### config.mk
export PLATFORM = sky130hd
export DESIGN_NAME = spi_clock_divider_search_flat
export DESIGN_NICKNAME = d
export VERILOG_FILES = /design/src/rtl/scds_pkg.sv /design/src/rtl/scds_ifs.sv /design/src/rtl/scds_div.sv /design/src/rtl/spi_clock_divider_search.sv /design/src/flat_wrapper.sv
export VERILOG_INCLUDE_DIRS = /design/src /design/src/rtl
export SDC_FILE = /design/constraint.sdc
export NUM_CORES = 1
export LEC_CHECK = 0
export ABC_AREA = 0
export BUFFER_PORTS_ARGS = -buffer_cell sky130_fd_sc_hd__clkbuf_2
export CAP_MARGIN = 20
export CORE_UTILIZATION = 35
export CTS_BUF_LIST = sky130_fd_sc_hd__clkbuf_8
export CTS_CLUSTER_SIZE = 12
export DETAILED_ROUTE_END_ITERATION = 8
export GPL_ROUTABILITY_DRIVEN = 0
export PLACE_DENSITY_LB_ADDON = 0.3
export SETUP_SLACK_MARGIN = 0.4
export SLEW_MARGIN = 20
export SYNTH_ARGS = -nofsm -noshare
export SYNTH_HDL_FRONTEND = slang
export SYNTH_SLANG_ARGS = --single-unit
### constraint.sdc
create_clock -name clk -period 7.1 [get_ports clk]
set_clock_uncertainty 0.1 [all_clocks]
set_input_delay 0.71 -clock clk [delete_from_list [all_inputs] [get_ports clk]]
set_output_delay 0.71 -clock clk [all_outputs]
set_load 0.01 [all_outputs]
### src/rtl/assert_macros.svh
// Assertion macros shared by the divider search RTL.
`ifndef ASSERT_MACROS_SVH
`define ASSERT_MACROS_SVH

// Clocked assertion, disabled while reset is high.
`define SCDS_ASSERT(label, clk, rst, prop) \
  label: assert property (@(posedge clk) disable iff (rst) prop) \
    else $error("scds assertion failed");

// Clocked assertion that also holds during reset.
`define SCDS_ASSERT_ALWAYS(label, clk, prop) \
  label: assert property (@(posedge clk) prop) \
    else $error("scds assertion failed");

`endif

### src/rtl/scds_pkg.sv
// Shared types and constants of the serial clock divider search.
package scds_pkg;

  localparam int DATA_W     = 32;
  localparam int DIV_W      = 16;
  localparam int PRE_W      = 9;
  localparam int FAC_W      = 8;
  localparam int STATUS_W   = 2;
  localparam int PRESCALE_W = 8;
  localparam int ACHIEVED_W = 31;

  localparam int PRESCALE_MIN_DEF = 2;
  localparam int PRESCALE_MAX_DEF = 254;
  localparam int FACTOR_MAX_DEF   = 255;
  localparam int PRESCALE_STEP    = 2;

  typedef enum logic [STATUS_W-1:0] {
    ST_FOUND    = 2'd0,
    ST_TOO_FAST = 2'd1,
    ST_TOO_SLOW = 2'd2
  } status_t;

  typedef struct packed {
    logic              start;
    logic [DATA_W-1:0] dividend;
    logic [DIV_W-1:0]  divisor;
  } div_req_t;

  typedef struct packed {
    logic              busy;
    logic              done;
    logic [DATA_W-1:0] quotient;
  } div_rsp_t;

endpackage

### src/rtl/scds_ifs.sv
// Channel interfaces: request, result and bus clock configuration.
interface scds_req_if import scds_pkg::*; ();
  logic              valid;
  logic              ready;
  logic [DATA_W-1:0] requested_hz;
  modport source (output valid, output requested_hz, input ready);
  modport sink   (input valid, input requested_hz, output ready);
endinterface

interface scds_res_if import scds_pkg::*; ();
  logic                  valid;
  logic                  ready;
  logic [STATUS_W-1:0]   status;
  logic [PRESCALE_W-1:0] prescale;
  logic [FAC_W-1:0]      rate_factor;
  logic [ACHIEVED_W-1:0] achieved_hz;
  modport source (output valid, output status, output prescale, output rate_factor,
                  output achieved_hz, input ready);
  modport sink   (input valid, input status, input prescale, input rate_factor,
                  input achieved_hz, output ready);
endinterface

interface scds_cfg_if import scds_pkg::*; ();
  logic              valid;
  logic              ready;
  logic [DATA_W-1:0] data;
  modport source (output valid, output data, input ready);
  modport sink   (input valid, input data, output ready);
endinterface

### src/rtl/scds_div.sv
// Radix-2 restoring divider, one quotient bit per cycle.
module scds_div import scds_pkg::*; (
  input  logic     clk,
  input  logic     rst,
  input  div_req_t req,
  output div_rsp_t rsp
);

  localparam int CNT_W = $clog2(DATA_W);
  localparam logic [CNT_W-1:0] CNT_LAST = CNT_W'(DATA_W - 1);

  logic              busy;
  logic              done;
  logic [CNT_W-1:0]  cnt;
  logic [DIV_W-1:0]  rem;
  logic [DIV_W-1:0]  dvs;
  logic [DATA_W-1:0] dq;

  logic [DIV_W:0]    trial;
  logic              qbit;
  logic [DIV_W-1:0]  rem_next;

  always_comb begin
    trial    = {rem, dq[DATA_W-1]};
    qbit     = (trial >= {1'b0, dvs});
    rem_next = qbit ? DIV_W'(trial - {1'b0, dvs}) : trial[DIV_W-1:0];
  end

  always_ff @(posedge clk) begin
    if (rst) begin
      busy <= 1'b0;
      done <= 1'b0;
      cnt  <= '0;
    end else begin
      done <= 1'b0;
      if (req.start) begin
        busy <= 1'b1;
        cnt  <= '0;
        rem  <= '0;
        dq   <= req.dividend;
        dvs  <= req.divisor;
      end else if (busy) begin
        rem <= rem_next;
        dq  <= {dq[DATA_W-2:0], qbit};
        cnt <= cnt + 1'b1;
        if (cnt == CNT_LAST) begin
          busy <= 1'b0;
          done <= 1'b1;
        end
      end
    end
  end

  assign rsp.busy     = busy;
  assign rsp.done     = done;
  assign rsp.quotient = dq;

endmodule

### src/rtl/spi_clock_divider_search.sv
// Top level: sequencer that searches divider pairs through one shared divider.
//
//   channel  dir  handshake     payload
//   req      in   valid/ready   requested_hz[31:0]
//   res      out  valid/ready   status[1:0] prescale[7:0] rate_factor[7:0] achieved_hz[30:0]
//   cfg      in   valid/ready   data[31:0] (bus_clock_hz)
//
// Each rate takes a multiply (S_MUL), a divider start (S_START), the division (S_WAIT), which
// also hands over the quotient, and an evaluation (S_EVAL). An item costs two range checks and
// then up to 127 prescales times 256 factors, each run through the one shared divider.
// Synchronous reset clears the sequencer, the output valid and the bus clock register.
// req is not ready during a search; a finished result waits for a free output register.
`include "assert_macros.svh"

module spi_clock_divider_search import scds_pkg::*; #(
  parameter int PRESCALE_MIN = PRESCALE_MIN_DEF,
  parameter int PRESCALE_MAX = PRESCALE_MAX_DEF,
  parameter int FACTOR_MAX   = FACTOR_MAX_DEF
) (
  input  logic       clk,
  input  logic       rst,
  scds_req_if.sink   req,
  scds_res_if.source res,
  scds_cfg_if.sink   cfg
);

  localparam logic [PRE_W-1:0] PRE_MIN  = PRE_W'(PRESCALE_MIN);
  localparam logic [PRE_W-1:0] PRE_MAX  = PRE_W'(PRESCALE_MAX);
  localparam logic [PRE_W-1:0] PRE_STEP = PRE_W'(PRESCALE_STEP);
  localparam logic [FAC_W-1:0] FAC_MAX  = FAC_W'(FACTOR_MAX);

  typedef enum logic [2:0] {
    S_IDLE, S_MUL, S_START, S_WAIT, S_EVAL, S_FINISH
  } state_t;

  typedef enum logic [1:0] {
    PH_FAST, PH_SLOW, PH_SEARCH
  } phase_t;

  state_t            state;
  phase_t            phase;
  logic [DATA_W-1:0] bus_clock_hz;
  logic [DATA_W-1:0] req_hz;
  logic [PRE_W-1:0]  pre;
  logic [FAC_W-1:0]  fac;
  logic [DIV_W-1:0]  divisor;
  logic [DATA_W-1:0] rate;
  logic [DATA_W-1:0] best_rate;
  logic [PRE_W-1:0]  best_pre;
  logic [FAC_W-1:0]  best_fac;
  logic              have;
  status_t           fin_status;

  div_req_t          div_req;
  div_rsp_t          div_rsp;

  logic [PRE_W-1:0]  pre_next;
  logic [PRE_W:0]    fac_plus;
  logic              take;

  always_comb begin
    pre_next = pre + PRE_STEP;
    fac_plus = {{(PRE_W + 1 - FAC_W){1'b0}}, fac} + 1'b1;
    take     = !have || (rate > best_rate);
  end

  assign div_req.start    = (state == S_START);
  assign div_req.dividend = bus_clock_hz;
  assign div_req.divisor  = divisor;

  scds_div u_div (
    .clk (clk),
    .rst (rst),
    .req (div_req),
    .rsp (div_rsp)
  );

  assign req.ready = (state == S_IDLE);
  assign cfg.ready = 1'b1;

  always_ff @(posedge clk) begin
    if (rst) begin
      state        <= S_IDLE;
      phase        <= PH_FAST;
      bus_clock_hz <= '0;
      have         <= 1'b0;
      res.valid    <= 1'b0;
    end else begin
      if (cfg.valid) begin
        bus_clock_hz <= cfg.data;
      end
      if (res.valid && res.ready && state != S_FINISH) begin
        res.valid <= 1'b0;
      end
      case (state)
        S_IDLE: begin
          if (req.valid) begin
            req_hz     <= req.requested_hz;
            phase      <= PH_FAST;
            pre        <= PRE_MIN;
            fac        <= '0;
            have       <= 1'b0;
            best_rate  <= '0;
            best_pre   <= '0;
            best_fac   <= '0;
            fin_status <= ST_FOUND;
            state      <= S_MUL;
          end
        end
        S_MUL: begin
          divisor <= DIV_W'(pre) * DIV_W'(fac_plus);
          state   <= S_START;
        end
        S_START: begin
          state <= S_WAIT;
        end
        S_WAIT: begin
          if (div_rsp.done) begin
            rate  <= div_rsp.quotient;
            state <= S_EVAL;
          end
        end
        S_EVAL: begin
          case (phase)
            PH_FAST: begin
              if (req_hz > rate) begin
                fin_status <= ST_TOO_FAST;
                state      <= S_FINISH;
              end else begin
                phase <= PH_SLOW;
                pre   <= PRE_MAX;
                fac   <= FAC_MAX;
                state <= S_MUL;
              end
            end
            PH_SLOW: begin
              if (req_hz < rate) begin
                fin_status <= ST_TOO_SLOW;
                state      <= S_FINISH;
              end else begin
                phase <= PH_SEARCH;
                pre   <= PRE_MIN;
                fac   <= '0;
                state <= S_MUL;
              end
            end
            default: begin
              if (rate > req_hz && fac != FAC_MAX) begin
                fac   <= fac + 1'b1;
                state <= S_MUL;
              end else begin
                if (rate <= req_hz && take) begin
                  have      <= 1'b1;
                  best_rate <= rate;
                  best_pre  <= pre;
                  best_fac  <= fac;
                end
                if ((rate <= req_hz && take && rate == req_hz) || pre_next > PRE_MAX) begin
                  state <= S_FINISH;
                end else begin
                  pre   <= pre_next;
                  fac   <= '0;
                  state <= S_MUL;
                end
              end
            end
          endcase
        end
        S_FINISH: begin
          if (!res.valid || res.ready) begin
            res.valid       <= 1'b1;
            res.status      <= fin_status;
            res.prescale    <= best_pre[PRESCALE_W-1:0];
            res.rate_factor <= best_fac;
            res.achieved_hz <= best_rate[ACHIEVED_W-1:0];
            state           <= S_IDLE;
          end
        end
        default: begin
          state <= S_IDLE;
        end
      endcase
    end
  end

  `SCDS_ASSERT(a_best_le_req, clk, rst, (have |-> best_rate <= req_hz))
  `SCDS_ASSERT(a_found_has_pair, clk, rst,
    ((res.valid && res.status == ST_FOUND && $rose(res.valid)) |-> res.prescale != '0))
  `SCDS_ASSERT(a_error_zero, clk, rst,
    ((res.valid && res.status != ST_FOUND) |-> (res.prescale == '0 && res.achieved_hz == '0)))
  `SCDS_ASSERT(a_rise_from_finish, clk, rst, ($rose(res.valid) |-> $past(state) == S_FINISH))
  `SCDS_ASSERT(a_div_start_idle, clk, rst, (div_req.start |-> !div_rsp.busy))

endmodule

### src/flat_wrapper.sv
// flat-port wrapper written by rule: the top's interface ports become plain ports
module spi_clock_divider_search_flat import scds_pkg::*;
#(
  parameter int PRESCALE_MIN = PRESCALE_MIN_DEF,
  parameter int PRESCALE_MAX = PRESCALE_MAX_DEF,
  parameter int FACTOR_MAX   = FACTOR_MAX_DEF
)
  (clk, rst, req_valid, req_requested_hz, req_ready, res_valid, res_status, res_prescale, res_rate_factor, res_achieved_hz, res_ready, cfg_valid, cfg_data, cfg_ready);
  scds_req_if req_i ();
  scds_res_if res_i ();
  scds_cfg_if cfg_i ();
  input  logic clk;
  input  logic rst;
  input wire logic [$bits(req_i.valid)-1:0] req_valid;
  input wire logic [$bits(req_i.requested_hz)-1:0] req_requested_hz;
  output wire logic [$bits(req_i.ready)-1:0] req_ready;
  output wire logic [$bits(res_i.valid)-1:0] res_valid;
  output wire logic [$bits(res_i.status)-1:0] res_status;
  output wire logic [$bits(res_i.prescale)-1:0] res_prescale;
  output wire logic [$bits(res_i.rate_factor)-1:0] res_rate_factor;
  output wire logic [$bits(res_i.achieved_hz)-1:0] res_achieved_hz;
  input wire logic [$bits(res_i.ready)-1:0] res_ready;
  input wire logic [$bits(cfg_i.valid)-1:0] cfg_valid;
  input wire logic [$bits(cfg_i.data)-1:0] cfg_data;
  output wire logic [$bits(cfg_i.ready)-1:0] cfg_ready;
  assign req_i.valid = req_valid;
  assign req_i.requested_hz = req_requested_hz;
  assign req_ready = req_i.ready;
  assign res_valid = res_i.valid;
  assign res_status = res_i.status;
  assign res_prescale = res_i.prescale;
  assign res_rate_factor = res_i.rate_factor;
  assign res_achieved_hz = res_i.achieved_hz;
  assign res_i.ready = res_ready;
  assign cfg_i.valid = cfg_valid;
  assign cfg_i.data = cfg_data;
  assign cfg_ready = cfg_i.ready;
  spi_clock_divider_search #(.PRESCALE_MIN(PRESCALE_MIN), .PRESCALE_MAX(PRESCALE_MAX), .FACTOR_MAX(FACTOR_MAX)) u_core (.clk(clk), .rst(rst), .req(req_i), .res(res_i), .cfg(cfg_i));
endmodule
* After elaboration in Yosys (flattened, before gate mapping) *
Index checks and enable logic that the tools add are counted.

storage, ports and cells
  register bits = 306
  bits of input ports = 69
  output and inout port bits = 52

operators by class
  add/subtract/negate cells = 5
  multipliers = 1
  reductions and logical operators = 30
  magnitude comparators = 7
  multiplexer cells = 62
  bitwise logic cells = 2
  equal/unequal tests = 24

operators with widths
  kind                                          count
  2-to-1 mux 32 bit                             6
  greater-than comparator 32 bit                3
  2-to-1 mux 8 bit                              12
  one-hot mux 32 bit (2 select lines)           1
  one-hot mux 8 bit (2 select lines)            4
  2-to-1 mux 9 bit                              5
  one-hot mux 9 bit (2 select lines)            2
  == test 32 bit                                1
  less-or-equal comparator 32 bit               1
  less-than comparator 32 bit                   1
  2-to-1 mux 16 bit                             2
  2-to-1 mux 3 bit                              7
  one-hot mux 3 bit (6 select lines)            1
  AND reduction 6 bit                           3
  greater-or-equal comparator 17 x 16 -> 1 bit  1
  multiplier 9 x 9 -> 16 bit                    1
  one-hot mux 2 bit (2 select lines)            4
  subtractor 16 bit                             1
  AND reduction 3 bit                           4
  2-to-1 mux 1 bit                              11
  2-to-1 mux 2 bit                              5
  AND reduction 5 bit                           2
  adder 8 x 1 -> 9 bit, second input constant   1
  adder 9 x 2 -> 9 bit, second input constant   1
  other kinds (29)                              51

* Depth between registers and ports, before layout *
Gate-level depths: netlist (run 1).

  depth in word-level cells = 9
  mapped depth = 20

* Modules after synthesis *
Synthesis (run 1) repeated with hierarchy kept, for this count alone.

second synthesis, totals
  cells, all modules = 1,347
  area, all modules = 16,189.3 µm²

by module, submodules not included
  module                    times used  cells each  seq. area each (µm²)  area an instance (µm²)
  spi_clock_divider_search  1           1,024       6,666.4               12,349.3
  scds_div                  1           323         2,062.0               3,839.9

* Worst setup path after synthesis (run 1) *
OpenSTA, ideal clock, no wires.

  kind = input -> register
  start point = input port rst
  end point = register u_core.res.achieved_hz[0], enable pin
  library setup time = 0.577 ns
  buffers on the path = 1
  required time = 6.423 ns
  slack = 0.754 ns
  stages = 2
  arrival time = 5.669 ns
  cell sequence = clkbuf_1 > nor4_1

between the ends
  word-level cells in the longest chain between the ends = 2

RTL lines
  item                           line                             text
  start: declaration             flat_wrapper.sv:13               input logic rst;
  inverter 1 bit (no line)       n/a
  AND reduction 3 bit (no line)  n/a
  end signal: assignment         spi_clock_divider_search.sv:175  res.achieved_hz <= best_rate[ACHIEVED_W-1:0];
  end: declaration               scds_ifs.sv:18                   output achieved_hz, input ready);

No other way between the ends.
A chain may end at the register's enable or synchronous reset.

* Final worst setup path (run 1) *
  start point = register u_core.fac[0]
  end point = register u_core.divisor[14], data pin

between the ends
  word-level cells in the longest chain between the ends = 2

RTL lines
  item                        line                             text
  start: declaration          spi_clock_divider_search.sv:45   logic [FAC_W-1:0] fac;
  start signal: assignment    spi_clock_divider_search.sv:149  fac <= fac + 1'b1;
  adder 8 x 1 -> 9 bit        spi_clock_divider_search.sv:63   fac_plus = {{(PRE_W + 1 - FAC_W){1'b0}}, fac} + 1'b1;
  multiplier 9 x 9 -> 16 bit  spi_clock_divider_search.sv:111  divisor <= DIV_W'(pre) * DIV_W'(fac_plus);
  end signal: assignment      spi_clock_divider_search.sv:111
  end: declaration            spi_clock_divider_search.sv:46   logic [DIV_W-1:0] divisor;

No other way between the ends.

==> results of run 1 <==
worst max path at each step:
stage | startpoint | to | slack, ps | cells after the start
finish | u_core.fac[0] | u_core.divisor[14] | 1340 | 18
global route | u_core.fac[0] | u_core.divisor[14] | 950 | 17
CTS | u_core.fac[0] | u_core.divisor[14] | 1350 | 18
detailed placement | u_core.fac[0] | u_core.divisor[14] | 1370 | 17
global placement | u_core.fac[0] | u_core.divisor[14] | 1510 | 18
floorplan | rst | u_core.res.achieved_hz[0] | 750 | 2
stage by stage:
step / area (sq um) / cells / hold WS, ps / setup WS, ps
2_1_floorplan: 16200 / 1406 / 300 / 754
3_3_place_gp: 17500 / 2089 / 305 / 1510
3_5_place_dp: 17500 / 2090 / 305 / 1370
4_1_cts: 18600 / 2182 / 168 / 1350
5_1_grt: 18600 / 2183 / 167 / 950
6_report: 18600 / 2183 / 213 / 1340
state kept, by name, indices dropped and copies added (netlist names), 8 cells and up:
name                    flops
u_core.best_rate           32
u_core.bus_clock_hz        32
u_core.rate                32
u_core.req_hz              32
u_core.u_div.dq            32
u_core.res.achieved_hz     31
u_core.divisor             16
u_core.u_div.dvs           16
u_core.u_div.rem           16
u_core.pre                  9
u_core.best_fac             8
u_core.best_pre             8
u_core.fac                  8
u_core.res.prescale         8
u_core.res.rate_factor      8
final cells by class:
type | instances | share of cell area, %
well taps | 600 | 4.03
inverters | 173 | 3.48
multi-input cells | 877 | 35.6
flip-flops and latches | 306 | 46.8
repair buffers | 135 | 3.91
clock buffers | 60 | 4.43
clock inverters | 32 | 1.71
cells by family (layout without fill, tap and decap cells):
| group | after synthesis | after routing | synth area share [%] |
|---|---|---|---|
| adders and majority gates | 166 | 166 | 15.2 |
| muxes | 34 | 34 | 2.11 |
| xor gates and xnor gates | 30 | 30 | 1.63 |
| AOI/OAI and AO/OA | 190 | 190 | 7.61 |
| other | 1 | 1 | 0.0232 |
| DFF | 306 | 306 | 54.0 |
| buffers and inverters | 223 | 400 | 5.22 |
| and+or+nand+nor | 456 | 456 | 14.2 |
per-layer routing:
layer	up-vias	global-route usage [%]	share of wire [%]	wire (um)
met4	0	4.69	1.8	633
met3	50	2.75	4.5	1550
li1	5220	-	-	-
met5	-	0	0	0
met1	5198	19.0	44	15400
met2	226	26.1	49	17100
cell usage in the layout (no fill, tap or decap), types with 23 or more instances in the layout:
master	n
dfxtp_1	46
nor2_1	79
edfxtp_1	260
fa_1	50
nand3_1	29
a21oi_1	50
clkbuf_8	60
inv_1	189
nand2_1	144
mux2i_1	34
and3_1	58
nor2b_1	41
ha_1	116
o21ai_0	45
clkbuf_2	119
nand2b_1	23
report_power, final:
group          switching (mW)  leakage [nW]  internal, mW
Clock                   0.699         0.641          1.02
Sequential             0.0521          2.76          2.12
Combinational           0.656          4.64         0.479
Total                    1.41          8.04          3.62
worst register-to-register path, delay by kind of cell (launching register included):
kind,cells,cell delay (ps)
XOR/XNOR,1,670
buffers and inverters,4,240
flip-flops,1,580
AO/OA/AOI/OAI,5,970
AND/OR/NAND/NOR,2,310
adder cells (fa/ha/maj),6,2700
==> results.cfg, run 1 <==
[cts]
cts_buffer_depth = 3
cts_buffers = 49
hold_buffers = 0
cts_tree = yes
clk_pin_slew_worst_paths_ps = 70
cts.htree.levels = 2
postCtsSetupBuffers = 0
cts_resized = 0
clockRootBuffer = clkbuf_8
insertion_delay_ps = 570
clock_sinks = 306

[synth]
synthesis.nets = 1641
yosysMostFrequentCell = edfxtp_1
ys_top_cells_by_count = edfxtp_1, inv_1, nand2_1
synth_top_cell_area_share_pct = 48.3
synth_area_sq_mm = 0.0162
syn_avg_cell_area_sq_um = 11.5
synthTopCellsByArea = edfxtp_1, ha_1, fa_1, dfxtp_1, inv_1
synth_edf_count = 260
synth.distinct_cells = 64
seq_area_frac_synth_pct = 54.0
synth_seq_cells = 306
synth_flop_cell = edfxtp_1
async_reset_ff_share_pct = 0
ys.warnings.count = 0
yosysTopAreaCell = edfxtp_1
synth_cells = 1406

[sta]
tightest_slew_ps = 1030
setup_viol = 0
hold_viol_final = 0
relSlewSlack_pct = 31.4
final_max_slew_viol_count = 0
fin_crit_sh_pct = 81.2
timing.fmax_mhz = 174
min_period_ps = 5760
tns_ps = 0
rsz0062_at_grt = no

[global_routing]
grt_max_degree = 60
grt_pass1_wl_um = 56200
grt_usage_pct = 15.1
grt_overflow_total = 0
grt_pass1_vias = 10981
antenna_found_initial = 0

[cells_and_area]
drive_gt1_share_pct = 14.8
n_antenna_cell = 0
fill_cells = 4351
final_util_pct = 41.0
syn_to_final_growth_pct = 15.4
final_nets = 1777
final-seq-area_sq_mm = 0.00873
multi_input_area_sq_mm = 0.00664

[floorplan]
io_pins = 121
initial_utilization_pct = 35.5
fp.coreArea_sq_mm = 0.0455
dieArea_sq_mm = 0.0470
die_y_um = 217
rows = 78
fp.dieW_um = 217

[placed_design]
hpwl_um = 25000
io_buffers = 119

[routing]
first_pass_iters = 5
vias = 10694
routed_wl_um = 34700
drc = 0
viasPerCell = 4.90
drt_iter0_drc = 545
drtAntennaViolNets = 0
wire_per_inst_um = 15.9

[setup_path]
r2r_slack_ps = 1340
r2r_start = u_core.fac[0]
cp_max_fo = 15
endpoint_kind = flip-flop
crit_family = adder cells
r2r-end = u_core.divisor[14]
critical_path_arrival_ps = 6040
start_kind = flip-flop
worstPathCellList = ha_1 > nand2_1 > xor2_1 > nand2b_1 > fa_1 > fa_1 > inv_1 > fa_1 > inv_1 > fa_1 > inv_1 > ha_1 > inv_1 > a21oi_1 > o21ai_0 > a21oi_1 > o21a_1 > o311ai_0
slowest_delay_ps = 670
crit_type = reg -> reg
worst_path_max_delay_cell = xor2_1
critPathBufInv = 4
ff2ff_path_depth = 18
cp_data_required_time_ps = 7380

[power]
total_power_mw = 5.03
irDropWorstVdd_mv = 0.155
power_density_mw_per_mm2 = 270
leakage_nw = 8.04

[worst_hold_path]
hp-class = in -> reg
whs_endpoint = u_core.req_hz[2]
hold_depth = 1
min_from = req_requested_hz[2]

[status]
status = complete, no violations

[run]
maxCapViolations = 0
Power figures use the tool's default switching activity.
==> inputs of run 2 (changes only) <==
- clock period: 7.1 -> 5.05 ns (I/O delays scaled with it)
==> run 2 against run 1 <==
Compared with the run above:
- sequential share of layout area fell by 1.9 points
- combinational power rose by 85%
- maximum frequency rose by 21%
- cell count rose by 3.3%
- non-clock buffer count rose by 71
- total power rose by 44%
- highest routed layer unchanged
==> results.cfg, run 2 (synthesis results as in run 1) <==
[setup_path]
critical_path_arrival_ps = 5000
endpoint_kind = flip-flop
crit_path_end = u_core.divisor[13]
cp_data_required_time_ps = 5270
critPathLaunch = u_core.fac[3]
r2r_start = u_core.fac[3]
start_kind = flip-flop
r2r_slack_ps = 270
crit_type = reg -> reg
ff2ff_path_depth = 19
cp_max_fo = 5
r2r-end = u_core.divisor[13]

[cts]
clockRootBuffer = clkbuf_8
cts_buffers = 50
cts_buffer_depth = 3
clock_sinks = 306
cts_tree = yes
cts.htree.levels = 2
insertion_delay_ps = 600
clk_pin_slew_worst_paths_ps = 60

[sta]
min_period_ps = 4780
timing.fmax_mhz = 209
tns_ps = 0
fin_crit_sh_pct = 94.6
tightest_slew_ps = 836
relSlewSlack_pct = 44.1
setup_viol = 0
hold_viol_final = 0
final_max_slew_viol_count = 0
rsz0062_at_grt = yes

[cells_and_area]
drive_gt1_share_pct = 19.7
fill_cells = 4306
n_antenna_cell = 0
multi_input_area_sq_mm = 0.00695
syn_to_final_growth_pct = 20.3
final_common_cell = edfxtp_1
layout_common_cells = edfxtp_1, inv_1, nand2_1
final_nets = 1849
final-seq-area_sq_mm = 0.00873

[placed_design]
hpwl_um = 25900
io_buffers = 119

[status]
status = complete, no violations

[routing]
first_pass_iters = 5
viasPerCell = 4.88
drtAntennaViolNets = 0
drc = 0
vias = 11015
routed_wl_um = 36200
wire_per_inst_um = 16.1
drt_iter0_drc = 683

[global_routing]
antenna_found_initial = 0
grt_max_degree = 49
grt_overflow_total = 0
grt_usage_pct = 15.6
grt_pass1_vias = 11395
grt_pass1_wl_um = 58200

[run]
maxCapViolations = 0

[floorplan]
dieArea_sq_mm = 0.0470
rows = 78
die_y_um = 217
initial_utilization_pct = 35.5
fp.dieW_um = 217
io_pins = 121
fp.coreArea_sq_mm = 0.0455

[worst_hold_path]
hp-class = in -> reg

[power]
irDropWorstVdd_mv = 0.333
leakage_nw = 8.33
total_power_mw = 7.24
power_density_mw_per_mm2 = 372
run 2: cell types whose count changed in the layout (fill, tap and decap cells not counted), moves of 6 or more:
cell | previous run | this run
buf_4 | 15 | 49
bufinv_16 | 7 | 1
dlygate4sd3_1 | 0 | 31
ha_1 | 116 | 104
ha_4 | 0 | 9
inv_1 | 189 | 182
inv_2 | 0 | 9
nand2_1 | 144 | 138
nand2_2 | 0 | 6
run 2: layout make-up:
class,count,area share [%]
Tap cell,600,3.86
Multi-Input combinational cell,877,35.8
Clock buffer,56,3.97
Clock inverter,38,1.04
Timing Repair Buffer,206,7.09
Sequential cell,306,44.9
Inverter,173,3.35
run 2: worst min-delay path by stage:
stage | from | endpoint | slack [ps] | cells past startpoint
2_1_floorplan | u_core.best_pre[0] | u_core.res.prescale[0] | 300 | 0
3_3_place_gp | u_core.divisor[11] | u_core.u_div.dvs[11] | 300 | 0
3_5_place_dp | u_core.divisor[11] | u_core.u_div.dvs[11] | 310 | 0
4_1_cts | req_requested_hz[0] | u_core.req_hz[0] | 9 | 1
5_1_grt | cfg_data[5] | u_core.bus_clock_hz[5] | 20 | 3
6_report | req_requested_hz[0] | u_core.req_hz[0] | 50 | 1
run 2: metrics by stage:
| stage | cells | hold WS [ps] | cell area [sq um] | worst slack [ps] | util (%) |
|---|---|---|---|---|---|
| detailed placement | 2108 | 305 | 17800 | 73.7 | 39.1 |
| finish | 2256 | 54.4 | 19400 | 274 | 42.7 |
| CTS | 2248 | 8.62 | 19200 | 282 | 42.3 |
| global route | 2256 | 17.6 | 19400 | 82.1 | 42.7 |
| global placement | 2108 | 304 | 17800 | 157 | 39.1 |
| floorplan | 1406 | 300 | 16300 | 357 | - |
run 2: what timing repair did:
action                                  4_1_cts  5_1_grt
cloned                                        0        0
resized for setup                            22       23
endpoints found under the setup margin        7        6
pin swaps                                    34       21
setup buffers                                15        7
hold buffers                                 31        0
endpoints found under the hold margin        31        0
run 2: critical path: stages (launching register included):
cell and delay (ps):
edfxtp_1 400, and4_4 250, nand4_1 150, xor2_2 340, buf_6 170, nor2b_4 40
fa_1 520, inv_2 50, fa_1 540, inv_2 40, fa_1 490, inv_2 40
fa_1 510, inv_2 50, ha_4 250, nand3_2 80, nand2_2 50, a41oi_2 190
nor2b_4 180, xnor2_1 70
run 2: routing by layer:
metal  wire, um  up-vias  global-route usage (%)
met3       1580       66                    2.73
met4       1010        0                    5.16
li1           -     5351                       -
met2      17700      256                    27.5
met5          0        -                       0
met1      15900     5342                    19.1
run 2: report_power, final:
part | internal, mW | total [mW] | leakage (nW) | switching (mW)
Combinational | 0.977 | 2.11 | 5.00 | 1.13
Clock | 1.08 | 2.08 | 0.571 | 1.00
Sequential | 2.98 | 3.05 | 2.76 | 0.0718
Total | 5.03 | 7.24 | 8.33 | 2.21
==> inputs of run 3 (changes only) <==
- GPL_TIMING_DRIVEN: default -> 0
==> run 3 against run 2 <==
Compared with the run above:
- first-iteration DRC count is 13% lower
- total power rose by 3.7%
- critical path type unchanged
- worst setup slack lost 120 ps
- wire length is 3.4% higher
- sequential share of layout area decreased by 0.99 points
- critical path depth down 1
- maximum frequency is 2.5% lower
- sequential power hardly changed
- design area up 2.3%
- hold slack about the same
==> results.cfg, run 3 (synthesis results as in run 1) <==
[floorplan]
fp.coreArea_sq_mm = 0.0455
io_pins = 121
dieArea_sq_mm = 0.0470
die_y_um = 217
rows = 78
fp.dieW_um = 217
initial_utilization_pct = 35.5

[worst_hold_path]
min_from = cfg_data[3]
hp-class = in -> reg
whs_endpoint = u_core.bus_clock_hz[3]
hold_depth = 3

[setup_path]
worst_path_max_delay_cell = fa_1
crit_top_cell = fa_1
crit_type = reg -> reg
r2r_start = u_core.fac[2]
critPathLaunch = u_core.fac[2]
r2r-end = u_core.divisor[14]
cp_data_required_time_ps = 5280
endpoint_kind = flip-flop
r2r_slack_ps = 150
slowest_delay_ps = 530
critical_path_arrival_ps = 5130
worstPathCellList = and4_1 > nand4_1 > xor2_4 > nand2b_4 > fa_1 > fa_1 > inv_1 > fa_1 > inv_1 > fa_1 > inv_2 > ha_4 > inv_2 > a21oi_2 > o21ai_2 > a21oi_2 > o21a_1 > o311ai_2
ff2ff_path_depth = 18
cp_max_fo = 5
start_kind = flip-flop

[routing]
drtAntennaViolNets = 0
drc = 0
first_pass_iters = 7
viasPerCell = 4.84
drt_iter0_drc = 594
vias = 11178
routed_wl_um = 37500
wire_per_inst_um = 16.2

[sta]
tightest_slew_ps = 1030
hold_viol_final = 0
fin_hold_ws_ps = 54.3
setup_viol = 0
final_max_slew_viol_count = 0
min_period_ps = 4900
rsz0062_at_grt = yes
timing.fmax_mhz = 204
relSlewSlack_pct = 30.9
fin_crit_sh_pct = 97.0

[global_routing]
antenna_found_initial = 2
grt_max_degree = 25
grt_use_met2_pct = 28.2
grt_usage_pct = 16.2
grt_use_met1_pct = 19.6
grt_pass1_vias = 11451
grt.busiest_layer = met2
grt_pass1_wl_um = 59800
grt_overflow_total = 0
met3_usage_pct = 3.35

[status]
status = complete, no violations

[placed_design]
io_buffers = 118
placed_cell_area_sq_mm = 0.0179
hpwl_um = 27700

[cts]
cts_tree = yes
cts_buffers = 49
cts_buffer_depth = 3
cts.htree.levels = 2
clockRootBuffer = clkbuf_8
clk_pin_slew_worst_paths_ps = 60
clock_sinks = 306
insertion_delay_ps = 620

[cells_and_area]
final_util_pct = 43.7
drive_gt1_share_pct = 19.0
final_common_cell = edfxtp_1
final_nets = 1902
fin_area_sq_mm = 0.0199
layout_common_cells = edfxtp_1, inv_1, nand2_1
syn_to_final_growth_pct = 23.0

[power]
irDropWorstVdd_mv = 0.316
leakage_nw = 8.52
power_density_mw_per_mm2 = 378

[run]
maxCapViolations = 0
run 3: changes by cell type in the layout (fill, tap and decap cells not counted), sizes merged:
cell / change
clkinv: -7
clkinvlp: -2
diode: +1
clkbuf: +46
bufinv: +1
buf: +8
dlygate4sd3: +6
run 3: how the worst max path moves through the flow:
stage,endpoint,slack [ps],cells past startpoint
floorplan,u_core.divisor[14],360,18
global placement,u_core.res.achieved_hz[1],-1420,4
detailed placement,u_core.divisor[14],-320,18
CTS,u_core.divisor[14],240,18
global route,u_core.divisor[15],-40,17
finish,u_core.divisor[14],150,18
run 3: routing by layer:
| metal | vias to the layer above | routed length (um) |
|---|---|---|
| met3 | 66 | 1760 |
| li1 | 5452 | - |
| met5 | - | 0 |
| met2 | 224 | 18500 |
| met1 | 5436 | 16000 |
| met4 | 0 | 1210 |
run 3: final cells by class:
type | count | area, sq um
fillers | 4215 | 25600
flip-flops and latches | 306 | 8730
multi-input cells | 877 | 7000
repair buffers | 210 | 1490
clock buffers | 62 | 853
well taps | 600 | 751
inverters | 173 | 649
plain buffers | 50 | 213
clock inverters | 30 | 189
diodes | 1 | 2.50
run 3: worst max-delay path, delay by kind of cell, from the launching register on:
family	cells	cell delay, ps
compound gates	5	700
fa+ha+maj	5	2280
xor+xnor	1	270
simple gates	3	640
buf+inv	4	180
flops	1	430
run 3: where the power goes:
| group | internal (mW) | switching, mW | total, mW | leakage (nW) |
|---|---|---|---|---|
| combinational | 1.04 | 1.22 | 2.26 | 5.16 |
| clock | 1.21 | 1.00 | 2.21 | 0.606 |
| sequential | 2.98 | 0.0574 | 3.04 | 2.76 |
| total | 5.23 | 2.27 | 7.51 | 8.52 |
run 3: metrics by stage:
step / power [mW] / instances / worst slack, ps / TNS, ps
after floorplan: 4.53 / 1406 / 357 / 0
after global placement: 4.92 / 2124 / -1420 / -88750
after detailed placement: 4.98 / 2138 / -316 / -793
after CTS: 7.46 / 2299 / 242 / 0
after global routing: 7.97 / 2309 / -37.1 / -92.6
final: 7.51 / 2309 / 152 / 0
run 3: what timing repair did:
action / CTS / global route
buffers inserted: 32 / 9
setup endpoints to repair: 8 / 7
gates resized for setup: 31 / 20
cloned: 0 / 0
endpoints found under the hold margin: 37 / 0
hold buffers: 37 / 0
pin swaps: 24 / 20
